`src/hdl/sukl_pkg.sv`:
```
// ----------------------------------------------------------------------------
// sukl_pkg
// Shared types for the sorted unique key list: opcodes, result status codes,
// address selects, and the command/status bundles between FSM and datapath.
// ----------------------------------------------------------------------------
package sukl_pkg;

  typedef enum logic [1:0] {
    OP_INSERT = 2'd0,
    OP_DELETE = 2'd1,
    OP_SEARCH = 2'd2,
    OP_LIST   = 2'd3
  } op_e;

  typedef enum logic [2:0] {
    STAT_OK       = 3'd0,
    STAT_DUP      = 3'd1,
    STAT_NOTFOUND = 3'd2,
    STAT_EMPTY    = 3'd3,
    STAT_FULL     = 3'd4
  } status_e;

  typedef enum logic [2:0] {
    RA_ZERO,
    RA_NEXT,
    RA_PREV,
    RA_CNTM1,
    RA_POSP1
  } rsel_e;

  typedef enum logic [1:0] {
    WA_UP,
    WA_DOWN,
    WA_POS
  } wsel_e;

  typedef enum logic [2:0] {
    S_IDLE,
    S_START,
    S_SCAN,
    S_DECIDE,
    S_SHU,
    S_WKEY,
    S_SHD,
    S_LIST
  } state_e;

  typedef struct packed {
    logic    load_in;
    logic    rd_en;
    rsel_e   rd_sel;
    logic    wr_en;
    wsel_e   wr_sel;
    logic    scan_hit;
    logic    scan_end;
    logic    cnt_inc;
    logic    cnt_dec;
    logic    emit;
    status_e emit_status;
    logic    emit_rd;
    logic    emit_last;
  } cmd_t;

  typedef struct packed {
    op_e  op;
    logic cnt_zero;
    logic cnt_full;
    logic ge;
    logic ra_last;
    logic ra_at_pos;
    logic pos_last;
    logic pos_at_cnt;
    logic found;
    logic out_free;
  } sts_t;

endpackage

```
`src/hdl/sukl_ram.sv`:
```
// ----------------------------------------------------------------------------
// sukl_ram
// Generic single-write, single-read RAM with registered read data.
// Read data holds while the read enable is low.
// ----------------------------------------------------------------------------
module sukl_ram #(
  parameter int WIDTH = 32,
  parameter int DEPTH = 16
) (
  input  logic                     clk_i,
  input  logic                     we_i,
  input  logic [$clog2(DEPTH)-1:0] waddr_i,
  input  logic [WIDTH-1:0]         wdata_i,
  input  logic                     re_i,
  input  logic [$clog2(DEPTH)-1:0] raddr_i,
  output logic [WIDTH-1:0]         rdata_o
);

  logic [WIDTH-1:0] mem_q [DEPTH];
  logic [WIDTH-1:0] rdata_q;

  always_ff @(posedge clk_i) begin
    if (we_i) begin
      mem_q[waddr_i] <= wdata_i;
    end
    if (re_i) begin
      rdata_q <= mem_q[raddr_i];
    end
  end

  assign rdata_o = rdata_q;

endmodule

```
`src/hdl/sukl_ctrl.sv`:
```
// ----------------------------------------------------------------------------
// sukl_ctrl
// Sequencer for the key list: scan for position, shift up or down through
// the RAM one entry per cycle, stream out the list, and issue results.
// ----------------------------------------------------------------------------
module sukl_ctrl (
  input  logic          clk_i,
  input  logic          rst_ni,
  input  logic          in_valid_i,
  output logic          in_ready_o,
  input  sukl_pkg::sts_t sts_i,
  output sukl_pkg::cmd_t cmd_o
);

  sukl_pkg::state_e state_q, state_d;

  always_ff @(posedge clk_i or negedge rst_ni) begin
    if (!rst_ni) begin
      state_q <= sukl_pkg::S_IDLE;
    end else begin
      state_q <= state_d;
    end
  end

  always_comb begin
    state_d    = state_q;
    in_ready_o = 1'b0;
    cmd_o      = '0;
    cmd_o.emit_status = sukl_pkg::STAT_OK;
    cmd_o.rd_sel      = sukl_pkg::RA_ZERO;
    cmd_o.wr_sel      = sukl_pkg::WA_UP;

    unique case (state_q)
      sukl_pkg::S_IDLE: begin
        in_ready_o = 1'b1;
        if (in_valid_i) begin
          cmd_o.load_in = 1'b1;
          state_d       = sukl_pkg::S_START;
        end
      end

      sukl_pkg::S_START: begin
        priority if (sts_i.op != sukl_pkg::OP_INSERT && sts_i.cnt_zero) begin
          if (sts_i.out_free) begin
            cmd_o.emit        = 1'b1;
            cmd_o.emit_status = sukl_pkg::STAT_EMPTY;
            cmd_o.emit_last   = 1'b1;
            state_d           = sukl_pkg::S_IDLE;
          end
        end else if (sts_i.op == sukl_pkg::OP_LIST) begin
          cmd_o.rd_en  = 1'b1;
          cmd_o.rd_sel = sukl_pkg::RA_ZERO;
          state_d      = sukl_pkg::S_LIST;
        end else if (sts_i.cnt_zero) begin
          cmd_o.scan_end = 1'b1;
          state_d        = sukl_pkg::S_WKEY;
        end else begin
          cmd_o.rd_en  = 1'b1;
          cmd_o.rd_sel = sukl_pkg::RA_ZERO;
          state_d      = sukl_pkg::S_SCAN;
        end
      end

      sukl_pkg::S_SCAN: begin
        priority if (sts_i.ge) begin
          cmd_o.scan_hit = 1'b1;
          state_d        = sukl_pkg::S_DECIDE;
        end else if (sts_i.ra_last) begin
          cmd_o.scan_end = 1'b1;
          state_d        = sukl_pkg::S_DECIDE;
        end else begin
          cmd_o.rd_en  = 1'b1;
          cmd_o.rd_sel = sukl_pkg::RA_NEXT;
        end
      end

      sukl_pkg::S_DECIDE: begin
        unique case (sts_i.op)
          sukl_pkg::OP_INSERT: begin
            priority if (sts_i.found || sts_i.cnt_full) begin
              if (sts_i.out_free) begin
                cmd_o.emit        = 1'b1;
                cmd_o.emit_status = sts_i.found ? sukl_pkg::STAT_DUP : sukl_pkg::STAT_FULL;
                cmd_o.emit_last   = 1'b1;
                state_d           = sukl_pkg::S_IDLE;
              end
            end else if (sts_i.pos_at_cnt) begin
              state_d = sukl_pkg::S_WKEY;
            end else begin
              cmd_o.rd_en  = 1'b1;
              cmd_o.rd_sel = sukl_pkg::RA_CNTM1;
              state_d      = sukl_pkg::S_SHU;
            end
          end
          sukl_pkg::OP_DELETE: begin
            priority if (!sts_i.found || sts_i.pos_last) begin
              if (sts_i.out_free) begin
                cmd_o.emit        = 1'b1;
                cmd_o.emit_status = sts_i.found ? sukl_pkg::STAT_OK : sukl_pkg::STAT_NOTFOUND;
                cmd_o.emit_last   = 1'b1;
                cmd_o.cnt_dec     = sts_i.found;
                state_d           = sukl_pkg::S_IDLE;
              end
            end else begin
              cmd_o.rd_en  = 1'b1;
              cmd_o.rd_sel = sukl_pkg::RA_POSP1;
              state_d      = sukl_pkg::S_SHD;
            end
          end
          sukl_pkg::OP_SEARCH: begin
            if (sts_i.out_free) begin
              cmd_o.emit        = 1'b1;
              cmd_o.emit_status = sts_i.found ? sukl_pkg::STAT_OK : sukl_pkg::STAT_NOTFOUND;
              cmd_o.emit_last   = 1'b1;
              state_d           = sukl_pkg::S_IDLE;
            end
          end
          sukl_pkg::OP_LIST: begin
            state_d = sukl_pkg::S_IDLE;
          end
        endcase
      end

      sukl_pkg::S_SHU: begin
        cmd_o.wr_en  = 1'b1;
        cmd_o.wr_sel = sukl_pkg::WA_UP;
        if (sts_i.ra_at_pos) begin
          state_d = sukl_pkg::S_WKEY;
        end else begin
          cmd_o.rd_en  = 1'b1;
          cmd_o.rd_sel = sukl_pkg::RA_PREV;
        end
      end

      sukl_pkg::S_WKEY: begin
        if (sts_i.out_free) begin
          cmd_o.wr_en     = 1'b1;
          cmd_o.wr_sel    = sukl_pkg::WA_POS;
          cmd_o.cnt_inc   = 1'b1;
          cmd_o.emit      = 1'b1;
          cmd_o.emit_last = 1'b1;
          state_d         = sukl_pkg::S_IDLE;
        end
      end

      sukl_pkg::S_SHD: begin
        if (sts_i.ra_last) begin
          if (sts_i.out_free) begin
            cmd_o.wr_en     = 1'b1;
            cmd_o.wr_sel    = sukl_pkg::WA_DOWN;
            cmd_o.cnt_dec   = 1'b1;
            cmd_o.emit      = 1'b1;
            cmd_o.emit_last = 1'b1;
            state_d         = sukl_pkg::S_IDLE;
          end
        end else begin
          cmd_o.wr_en  = 1'b1;
          cmd_o.wr_sel = sukl_pkg::WA_DOWN;
          cmd_o.rd_en  = 1'b1;
          cmd_o.rd_sel = sukl_pkg::RA_NEXT;
        end
      end

      sukl_pkg::S_LIST: begin
        if (sts_i.out_free) begin
          cmd_o.emit      = 1'b1;
          cmd_o.emit_rd   = 1'b1;
          cmd_o.emit_last = sts_i.ra_last;
          if (sts_i.ra_last) begin
            state_d = sukl_pkg::S_IDLE;
          end else begin
            cmd_o.rd_en  = 1'b1;
            cmd_o.rd_sel = sukl_pkg::RA_NEXT;
          end
        end
      end

      default: state_d = sukl_pkg::S_IDLE;
    endcase
  end

endmodule

```
`src/hdl/sukl_dp.sv`:
```
// ----------------------------------------------------------------------------
// sukl_dp
// Datapath: item registers, key count, scan position, key RAM with its
// address selection, signed compare, and the result register.
// ----------------------------------------------------------------------------
module sukl_dp #(
  parameter int CAPACITY = 16
) (
  input  logic           clk_i,
  input  logic           rst_ni,
  input  logic [1:0]     opcode_i,
  input  logic [31:0]    key_i,
  input  logic           out_ready_i,
  output logic           out_valid_o,
  output logic [2:0]     status_o,
  output logic [31:0]    key_out_o,
  output logic           last_o,
  input  sukl_pkg::cmd_t cmd_i,
  output sukl_pkg::sts_t sts_o
);

  localparam int AW = $clog2(CAPACITY);
  localparam int CW = $clog2(CAPACITY + 1);

  logic [CW-1:0]    cnt_q, cnt_d;
  logic [CW-1:0]    pos_q, pos_d;
  logic [AW-1:0]    ra_q, ra_d;
  logic             found_q, found_d;
  logic [31:0]      key_q;
  sukl_pkg::op_e    op_q;
  logic             out_valid_q;
  logic [2:0]       status_q;
  logic [31:0]      key_out_q;
  logic             last_q;

  logic [AW-1:0]    raddr, waddr;
  logic [31:0]      wdata, rd_data;
  logic [CW-1:0]    ra_ext;
  logic             out_free;

  assign ra_ext   = CW'(ra_q);
  assign out_free = !out_valid_q || out_ready_i;

  always_comb begin
    unique case (cmd_i.rd_sel)
      sukl_pkg::RA_ZERO:  raddr = '0;
      sukl_pkg::RA_NEXT:  raddr = AW'(ra_q + 1'b1);
      sukl_pkg::RA_PREV:  raddr = AW'(ra_q - 1'b1);
      sukl_pkg::RA_CNTM1: raddr = AW'(cnt_q - 1'b1);
      sukl_pkg::RA_POSP1: raddr = AW'(pos_q + 1'b1);
      default:            raddr = '0;
    endcase
  end

  always_comb begin
    wdata = rd_data;
    unique case (cmd_i.wr_sel)
      sukl_pkg::WA_UP:   waddr = AW'(ra_q + 1'b1);
      sukl_pkg::WA_DOWN: waddr = AW'(ra_q - 1'b1);
      sukl_pkg::WA_POS: begin
        waddr = AW'(pos_q);
        wdata = key_q;
      end
      default:           waddr = '0;
    endcase
  end

  sukl_ram #(
    .WIDTH (32),
    .DEPTH (CAPACITY)
  ) u_ram (
    .clk_i   (clk_i),
    .we_i    (cmd_i.wr_en),
    .waddr_i (waddr),
    .wdata_i (wdata),
    .re_i    (cmd_i.rd_en),
    .raddr_i (raddr),
    .rdata_o (rd_data)
  );

  always_comb begin
    cnt_d   = cnt_q;
    pos_d   = pos_q;
    found_d = found_q;
    ra_d    = cmd_i.rd_en ? raddr : ra_q;
    if (cmd_i.cnt_inc) begin
      cnt_d = cnt_q + 1'b1;
    end else if (cmd_i.cnt_dec) begin
      cnt_d = cnt_q - 1'b1;
    end
    if (cmd_i.scan_hit) begin
      pos_d   = ra_ext;
      found_d = (rd_data == key_q);
    end else if (cmd_i.scan_end) begin
      pos_d   = cnt_q;
      found_d = 1'b0;
    end
  end

  always_ff @(posedge clk_i or negedge rst_ni) begin
    if (!rst_ni) begin
      cnt_q       <= '0;
      out_valid_q <= 1'b0;
    end else begin
      cnt_q <= cnt_d;
      if (cmd_i.emit) begin
        out_valid_q <= 1'b1;
      end else if (out_ready_i) begin
        out_valid_q <= 1'b0;
      end
    end
  end

  always_ff @(posedge clk_i) begin
    pos_q   <= pos_d;
    found_q <= found_d;
    ra_q    <= ra_d;
    if (cmd_i.load_in) begin
      key_q <= key_i;
      op_q  <= sukl_pkg::op_e'(opcode_i);
    end
    if (cmd_i.emit) begin
      status_q  <= cmd_i.emit_status;
      last_q    <= cmd_i.emit_last;
      key_out_q <= (cmd_i.emit_status != sukl_pkg::STAT_OK) ? 32'd0 :
                   (cmd_i.emit_rd ? rd_data : key_q);
    end
  end

  always_comb begin
    sts_o.op         = op_q;
    sts_o.cnt_zero   = (cnt_q == '0);
    sts_o.cnt_full   = (cnt_q == CW'(CAPACITY));
    sts_o.ge         = ($signed(rd_data) >= $signed(key_q));
    sts_o.ra_last    = (CW'(ra_ext + 1'b1) == cnt_q);
    sts_o.ra_at_pos  = (ra_ext == pos_q);
    sts_o.pos_last   = (CW'(pos_q + 1'b1) == cnt_q);
    sts_o.pos_at_cnt = (pos_q == cnt_q);
    sts_o.found      = found_q;
    sts_o.out_free   = out_free;
  end

  assign out_valid_o = out_valid_q;
  assign status_o    = status_q;
  assign key_out_o   = key_out_q;
  assign last_o      = last_q;

endmodule

```
`src/hdl/sorted_unique_key_list.sv`:
```
// ----------------------------------------------------------------------------
// sorted_unique_key_list
// Bounded ascending set of unique signed 32-bit keys with insert, delete,
// search and list, kept in a single RAM and walked one entry per cycle unless the output stalls.
// ----------------------------------------------------------------------------
//  channel | handshake              | payload
//  --------+------------------------+----------------------------
//  in      | in_valid_i / in_ready_o | opcode_i, key_i
//  out     | out_valid_o / out_ready_i | status_o, key_out_o, last_o
//
//  One item at a time; the next is taken once the previous one's last result
//  is issued. Insert, delete and search scan up to the first key not below the
//  item's key; insert shifts the keys from there up, delete shifts those after
//  it down, and list streams every key. Other items on an empty store give EMPTY.
//  Reset clears the count and the output valid flag; the RAM is not cleared.
//  A stalled output holds the sequencer at its next result.
// ----------------------------------------------------------------------------
module sorted_unique_key_list #(
  parameter int CAPACITY = 16
) (
  input  logic        clk_i,
  input  logic        rst_ni,
  input  logic        in_valid_i,
  output logic        in_ready_o,
  input  logic [1:0]  opcode_i,
  input  logic [31:0] key_i,
  output logic        out_valid_o,
  input  logic        out_ready_i,
  output logic [2:0]  status_o,
  output logic [31:0] key_out_o,
  output logic        last_o
);

  sukl_pkg::cmd_t cmd;
  sukl_pkg::sts_t sts;

  sukl_ctrl u_ctrl (
    .clk_i      (clk_i),
    .rst_ni     (rst_ni),
    .in_valid_i (in_valid_i),
    .in_ready_o (in_ready_o),
    .sts_i      (sts),
    .cmd_o      (cmd)
  );

  sukl_dp #(
    .CAPACITY (CAPACITY)
  ) u_dp (
    .clk_i       (clk_i),
    .rst_ni      (rst_ni),
    .opcode_i    (opcode_i),
    .key_i       (key_i),
    .out_ready_i (out_ready_i),
    .out_valid_o (out_valid_o),
    .status_o    (status_o),
    .key_out_o   (key_out_o),
    .last_o      (last_o),
    .cmd_i       (cmd),
    .sts_o       (sts)
  );

  a_no_overwrite: assert property (@(posedge clk_i) disable iff (!rst_ni)
    cmd.emit |-> sts.out_free)
    else $error("result register overwritten");

  a_no_overflow: assert property (@(posedge clk_i) disable iff (!rst_ni)
    cmd.cnt_inc |-> !sts.cnt_full)
    else $error("insert into full store");

  a_no_underflow: assert property (@(posedge clk_i) disable iff (!rst_ni)
    cmd.cnt_dec |-> !sts.cnt_zero)
    else $error("delete from empty store");

  a_one_item: assert property (@(posedge clk_i) disable iff (!rst_ni)
    (in_valid_i && in_ready_o) |=> !in_ready_o)
    else $error("second item taken while busy");

endmodule
```
`config.mk`:
```
export PLATFORM = sky130hd
export DESIGN_NAME = sorted_unique_key_list
export DESIGN_NICKNAME = d
export VERILOG_FILES = /design/src/hdl/sukl_pkg.sv /design/src/hdl/sukl_ram.sv /design/src/hdl/sukl_ctrl.sv /design/src/hdl/sukl_dp.sv /design/src/hdl/sorted_unique_key_list.sv
export SDC_FILE = /design/constraint.sdc
export NUM_CORES = 1
export LEC_CHECK = 0
export BUFFER_PORTS_ARGS = -buffer_cell sky130_fd_sc_hd__buf_2
export CORE_MARGIN = 2
export CORE_UTILIZATION = 55
export DETAILED_ROUTE_END_ITERATION = 6
export GPL_TIMING_DRIVEN = 0
export PLACE_DENSITY = 0.76
export SLEW_MARGIN = 10
export SYNTH_ARGS = -nofsm -noshare
export SYNTH_HDL_FRONTEND = slang
export SYNTH_SLANG_ARGS = --single-unit
```
`constraint.sdc`:
```
create_clock -name clk_i -period 3.9 [get_ports clk_i]
set_input_delay 0.78 -clock clk_i [delete_from_list [all_inputs] [get_ports clk_i]]
set_output_delay 0.78 -clock clk_i [all_outputs]
set_load 0.005 [all_outputs]
```
==> results.md, run 1 <==
- Die Height: 226.5 um
- WP data arrival: 5.55 ns
- Mapped Area: 0.02724 mm^2
- Via density per instance: 7.797
- Kind of cell adding the most delay to the critical path: compound AO/OA/AOI/OAI gates
- Design Area, Final: 0.03739 mm^2
- Placed Area: 0.02920 mm^2
- Antenna violations before repair: 6
- Yosys reg bits: 633
- Violated checks: DRC, setup timing
- Setup-failing EPs final: 735
- Ranking of synthesized cells by area: edfxtp_1 69%, a2111oi_0 6.1%, and3_1 6.0%
- Worst-path clk slew: 0.06 ns
- Die X: 226.5 um
- CTS tree: done
- Post-synthesis simple-gate area fraction: 0.1147
- Yosys Warn Count: 0
- Effective utilization at floorplan: 0.5565
- First-pass GRT wire length: 142,000 um
- CTS buffer count: 66
- Via count: 22.91k
- Share of post-route cells with drive strength above 1: 0.3833
- Synth cell types: 60
- Core area: 0.04895 mm^2
- Main flop type after synthesis: edfxtp_1
- CP endpoint kind: flip-flop
- Post-Synth Adder-Cell Area: 0.01700
- Gpl congestion: 0.8847
- Placement Setup Slack: -1.564 ns
- Most frequent cell after synthesis: edfxtp_1
- Gr ovfl total: 0
- Worst slew pin tran: 1.364 ns
- CTS Hold Bufs: 0
- Cell Chain, Critical Path: inv_1, ha_4, nand4_1, nor3_4, nand3_4, buf_6, a41o_4, o211a_4, a2111o_2, buf_8, buf_12, buf_16, buf_6, and3_4, a2111oi_4, nor4_2, mux2_4
- Seq/Total Area, Yosys: 0.6958
- Mapped Cells: 1,947
- Startpoint types: flip-flop
- Nets: 2,298
- Drt first-iter violations: 4,547
- Async SR Flop Fraction: 0.01422
- Crit path from: u_dp.key_q[31]$_DFFE_PP_
- HP Class: input pin to async pin
- # fillers: 2,360
- Multiplexer area fraction after synthesis: 0.01396
- Root Buffer: clkbuf_16
- Largest net degree at the start of global routing: 23
- Top cell type's share of synthesized area: 0.6868
- Tmin final: 5.204 ns
- Final hold violations: 0
- Worst reg2reg startpoint: u_dp.key_q[31]$_DFFE_PP_
- Site Rows: 81
- DRC Markers: 7
- Worst path buffer plus inverter count: 6
- Htree depth: 3
- Final Cycle Share: 1.334
- Clock latency on the worst-skew pair: 0.64 ns
- Post-synth top area cell: edfxtp_1
- Pins Over Slew Limit: 0
- CTS Buffer Depth: 3
- Synth cell count leaders: 623 x edfxtp_1, 260 x and3_1, 191 x a2111oi_0
- CP max-delay cell: a2111oi_4
- Post-synth EDFFs: 623
- Fin worst setup slack: -1.304 ns
- Largest stage delay on the critical path: 0.68 ns
- Unrepaired setup endpoints after global routing: true
- Vias in the first global route: 21.18k
- Top cell by count, worst path: buf_6
- Detail Route Antenna Nets: 0
- Rel. slew slack: 0.08468
- Xor and xnor area share after synthesis: 0.009508
- Synth Area per Inst: 13.99 um^2
- Fmax: 0.1922 GHz
- CP max FO: 7
- Synthesis-to-layout area growth: 37.25%
- Post-DP HPWL: 54,640 um
- Per-cell routed wire length: 39.57 um
- Worst endpoint required time: 4.25 ns
- Die area: 0.05132 mm^2
- Pre-antenna DRT Iters: 7
- Tot GR Track Use: 0.3871
- Final WL: 116,300 um
- Largest family of logic cells by synthesized area: simple AND/OR/NAND/NOR gates
- I/O Buffers: 75
- Top Ports: 76
- Status: complete, but fails checks
- Number of max-cap violations: 0
- Complex-gate fraction of the synthesized area: 0.1142
- Final setup skew: 0.04674 ns
- WHS: 0.03754 ns
- # clock sinks: 633
- Post-Synthesis Net Count: 2,022
- Setup CP Type: flip-flop to flip-flop
==> final timing paths <==
check | slack (ns) | depth (start not counted) | end
min in group clk_i | 0.33 | 1 | u_dp.key_q[21]$_DFFE_PP_
max in group asynchronous | 3.66 | 1 | u_dp.cnt_q[1]$_DFFE_PN0P_
max reg2reg | -1.30 | 17 | u_dp.u_ram.rdata_o[0]$_DFFE_PP_
min reg2reg | 0.60 | 2 | u_dp.pos_q[4]$_SDFFE_PP0P_
min | 0.04 | 1 | u_dp.out_valid_o$_DFFE_PN0P_
max | -1.30 | 17 | u_dp.u_ram.rdata_o[0]$_DFFE_PP_
==> state kept, by name, summed over array words and instances, names as in the netlist <==
name	cells
u_dp.ra_q	4
u_dp.out_valid_o	1
u_dp.key_out_o	32
u_dp.u_ram.mem_q	512
u_dp.cnt_q	5
u_dp.found_q	1
u_dp.key_q	32
u_ctrl.state_q	3
u_dp.u_ram.rdata_o	32
u_dp.pos_q	5
u_dp.op_q	2
u_dp.status_o	3
u_dp.last_o	1
==> kinds of logic (layout without fill, tap and decap cells) <==
kind of cell,count (synthesis),after routing
flip-flops,633,633
adder cells (fa/ha/maj),37,37
other,0,5
buffers and inverters,221,544
multiplexers,34,34
AO/OA/AOI/OAI,421,421
XOR/XNOR,28,28
AND/OR/NAND/NOR,573,573
==> cell type report <==
class / count / area [um^2] / share of cell area
Buffer: 168 / 1668 / 0.04461
Sequential cell: 633 / 18950 / 0.5070
Antenna cell: 5 / 12.51 / 0.0003347
Multi-Input combinational cell: 1093 / 11510 / 0.3079
Clock buffer: 79 / 1785 / 0.04776
Clock inverter: 36 / 302.8 / 0.008099
Timing Repair Buffer: 215 / 2151 / 0.05753
Tap cell: 664 / 830.8 / 0.02222
Inverter: 46 / 172.7 / 0.004618
==> per-layer routing <==
metal | part of all wire | vias to the layer above | GRT usage
li1 | - | 8347 | -
met1 | 0.30 | 10803 | 0.4744
met2 | 0.43 | 2798 | 0.5910
met3 | 0.17 | 960 | 0.1262
met4 | 0.10 | 6 | 0.2540
met5 | 0.0010 | - | 0
==> stage by stage <==
| stage | TNS (ns) | util | cells |
|---|---|---|---|
| floorplan | -101.96 | - | 1947 |
| global placement | -1201.32 | 0.5816 | 2686 |
| detailed placement | -204.01 | 0.5965 | 2726 |
| CTS | -115.28 | 0.7154 | 2880 |
| global route | -76.02 | 0.7635 | 2935 |
| finish | -126.81 | 0.7637 | 2939 |
==> cell usage in the layout (no fill, tap or decap), types with 16 or more instances in the layout <==
| master | Yosys | layout |
|---|---|---|
| a2111oi_2 | 0 | 53 |
| a2111oi_4 | 0 | 128 |
| a211oi_1 | 65 | 16 |
| a211oi_2 | 0 | 40 |
| a21oi_1 | 70 | 67 |
| and3_1 | 260 | 198 |
| and3_4 | 0 | 62 |
| buf_12 | 0 | 46 |
| buf_2 | 14 | 79 |
| buf_4 | 1 | 85 |
| buf_6 | 13 | 22 |
| buf_8 | 0 | 20 |
| clkbuf_1 | 144 | 40 |
| clkbuf_16 | 0 | 85 |
| clkbuf_2 | 0 | 32 |
| clkbuf_4 | 0 | 27 |
| edfxtp_1 | 623 | 623 |
| ha_1 | 37 | 31 |
| inv_1 | 45 | 44 |
| mux2_4 | 0 | 27 |
| nand2_1 | 140 | 139 |
| nor2_1 | 42 | 26 |
| nor2_4 | 0 | 16 |
| nor4_1 | 65 | 22 |
| nor4_2 | 0 | 38 |
| o21ai_0 | 53 | 20 |
| o21ai_1 | 1 | 27 |
| xnor2_1 | 17 | 17 |
==> what timing repair did <==
action	CTS	global route
gates resized for setup	782	334
gates cloned	9	5
pin swaps	149	134
buffers inserted	32	56
setup endpoints to repair	597	685
Power of run 1 is not shown: default switching activity piles up to over one toggle a cycle in this logic, so the estimate is an artifact.
==> run 2, diff against run 1 <==
==> constraint.sdc (replaced) <==
create_clock -name clk_i -period 4.5 [get_ports clk_i]
set_input_delay 0.9 -clock clk_i [delete_from_list [all_inputs] [get_ports clk_i]]
set_output_delay 0.9 -clock clk_i [all_outputs]
set_load 0.005 [all_outputs]
==> run 2 against run 1 <==
- the run still ends with DRC, setup timing left
- first-iteration DRC count shrank 13%
- setup slack gained 0.94 ns
- clock skew shrank 0.0090 ns
- hold slack gained 0.12 ns
- non-clock buffer count shrank 77
- critical path type unchanged
- highest routed layer unchanged
==> results.md, run 2 (synthesized netlist as in run 1, its figures left out) <==
- Status: complete, but fails checks
- Violated checks: DRC, setup timing
- Final setup skew: 0.03776 ns (-0.008979 ns)
- Detail Route Antenna Nets: 0 (unchanged)
- Rel. slew slack: 0.1801 (+0.09540)
- Most flop-heavy register: u_dp.u_ram.mem_q
- HP Class: input pin to async pin
- Design Area, Final: 0.03442 mm^2 (-7.9%)
- Effective utilization at floorplan: 0.5565 (unchanged)
- CP endpoint kind: flip-flop
- Antenna violations before repair: 2 (-4)
- Final Cycle Share: 1.082 (-0.2528)
- Site Rows: 81 (unchanged)
- Per-cell routed wire length: 33.65 um (-15%)
- Pins Over Slew Limit: 0 (unchanged)
- Final hold violations: 0 (unchanged)
- Htree depth: 3 (unchanged)
- Startpoint types: flip-flop
- Worst endpoint required time: 4.99 ns (+0.74 ns)
- I/O Buffers: 75 (unchanged)
- Pre-antenna DRT Iters: 7 (unchanged)
- Via density per instance: 7.359 (-5.6%)
- Fin worst setup slack: -0.3671 ns (+0.9369 ns)
- WHS: 0.1582 ns (+0.1206 ns)
- Register area: 0.01895 mm^2 (unchanged)
- Layout Cells excl Fill: 2,854 (-2.9%)
- Die X: 226.5 um (unchanged)
- Synthesis-to-layout area growth: 26.37%
- CTS Buffer Depth: 3 (unchanged)
- Top Ports: 76 (unchanged)
- Gpl congestion: 0.8962 (+1.3%)
- DRC Markers: 8 (+1)
- Clock latency on the worst-skew pair: 0.62 ns (-0.02 ns)
- Root Buffer: clkbuf_16
- Largest net degree at the start of global routing: 23 (unchanged)
- Die area: 0.05132 mm^2 (unchanged)
- Setup-failing EPs final: 196 (-73%)
- Placed Cells incl. Taps: 2,726 (unchanged)
- Worst slew pin tran: 1.222 ns (-0.1421 ns)
- CTS tree: done
- Die Height: 226.5 um (unchanged)
- WP data arrival: 5.35 ns (-0.20 ns)
- Tmin final: 4.867 ns (-0.3369 ns)
- CP max FO: 10 (+3)
- Placed Area: 0.02921 mm^2 (about the same)
- Worst-path clk slew: 0.06 ns (about the same)
- Setup CP Type: flip-flop to flip-flop
- # clock sinks: 633 (unchanged)
- Commonest non-fill, non-tap cell in the layout: edfxtp_1
- Number of max-cap violations: 0 (unchanged)
- Gr ovfl total: 0 (unchanged)
- Footprint of the multi-input gates: 0.01000 mm^2 (-13%)
- Max FFs per register: 512 (unchanged)
- CTS buffer count: 66 (unchanged)
- Fmax: 0.2055 GHz (+6.9%)
- Final WL: 96,020 um (-17%)
- Tot GR Track Use: 0.3359 (-0.05120)
- Core area: 0.04895 mm^2 (unchanged)
- CTS Hold Bufs: 0 (unchanged)
- Drt first-iter violations: 3,940 (-13%)
- # fillers: 2,864 (+21%)
- Vias in the first global route: 19.61k (-7.4%)
- Via count: 21.00k (-8.3%)
- First-pass GRT wire length: 124,700 um (-12%)
- Unrepaired setup endpoints after global routing: true
- Share of post-route cells with drive strength above 1: 0.2905 (-0.09272)
- Post-DP HPWL: 54,690 um (about the same)
- Nets: 2,221 (-3.4%)
- Setup TNS: -25.56 ns (+101.26 ns)
- Most frequent cells in the layout: 623 x edfxtp_1, 249 x and3_1, 139 x nand2_1
[run 2: cell type report]
class	count	area share
diodes	1	0.00007269
flip-flops and latches	633	0.5506
repair buffers	133	0.03591
clock buffers	81	0.05147
plain buffers	173	0.03278
multi-input cells	1093	0.2906
inverters	46	0.005016
clock inverters	30	0.009414
well taps	664	0.02413
[run 2: final timing paths]
kind,start,endpoint,slack (ns),cells after the start
min,rst_ni,u_dp.out_valid_o$_DFFE_PN0P_,0.16,1
max in group asynchronous,rst_ni,u_dp.cnt_q[3]$_DFFE_PN0P_,4.13,1
min in group clk_i,key_i[12],u_dp.key_q[12]$_DFFE_PP_,0.46,1
max,u_dp.u_ram.rdata_o[14]$_DFFE_PP_,u_dp.u_ram.rdata_o[11]$_DFFE_PP_,-0.37,14
min reg2reg,u_dp.pos_q[4]$_SDFFE_PP0P_,u_dp.pos_q[4]$_SDFFE_PP0P_,0.58,2
max reg2reg,u_dp.u_ram.rdata_o[14]$_DFFE_PP_,u_dp.u_ram.rdata_o[11]$_DFFE_PP_,-0.37,14
[run 2: metrics by stage]
stage                     setup slack (ns)  utilization
after floorplan                     0.2322            -
after global placement              -2.034       0.5811
after detailed placement            -1.098       0.5967
after CTS                         -0.01230       0.6625
after global routing               -0.3364       0.7032
final                              -0.3671       0.7032
[run 2: worst max-delay path, cell delays in order, from the launching register on]
cell	delay [ns]
edfxtp_1	0.48
ha_4	0.33
nand4_1	0.11
buf_6	0.16
or4_4	0.54
a21o_1	0.19
a41o_4	0.26
o211a_4	0.19
a21o_1	0.22
a31oi_2	0.38
clkbuf_4	0.41
clkbuf_2	0.60
a2111oi_0	0.17
nor4_1	0.44
mux2_2	0.24
[run 2: routing by layer]
layer	track usage	part of all wire	vias up
li1	-	-	8183
met1	0.4351	0.33	10073
met4	0.1689	0.072	2
met5	0	0.00014	-
met3	0.09006	0.15	567
met2	0.5257	0.45	2178
[run 2: repair_timing]
item / 4_1_cts / 5_1_grt
gates resized for setup: 356 / 415
gates cloned: 1 / 0
pin swaps: 9 / 45
setup buffers: 2 / 14
setup endpoints to repair: 35 / 182
Power of run 2 is left out for the same reason.
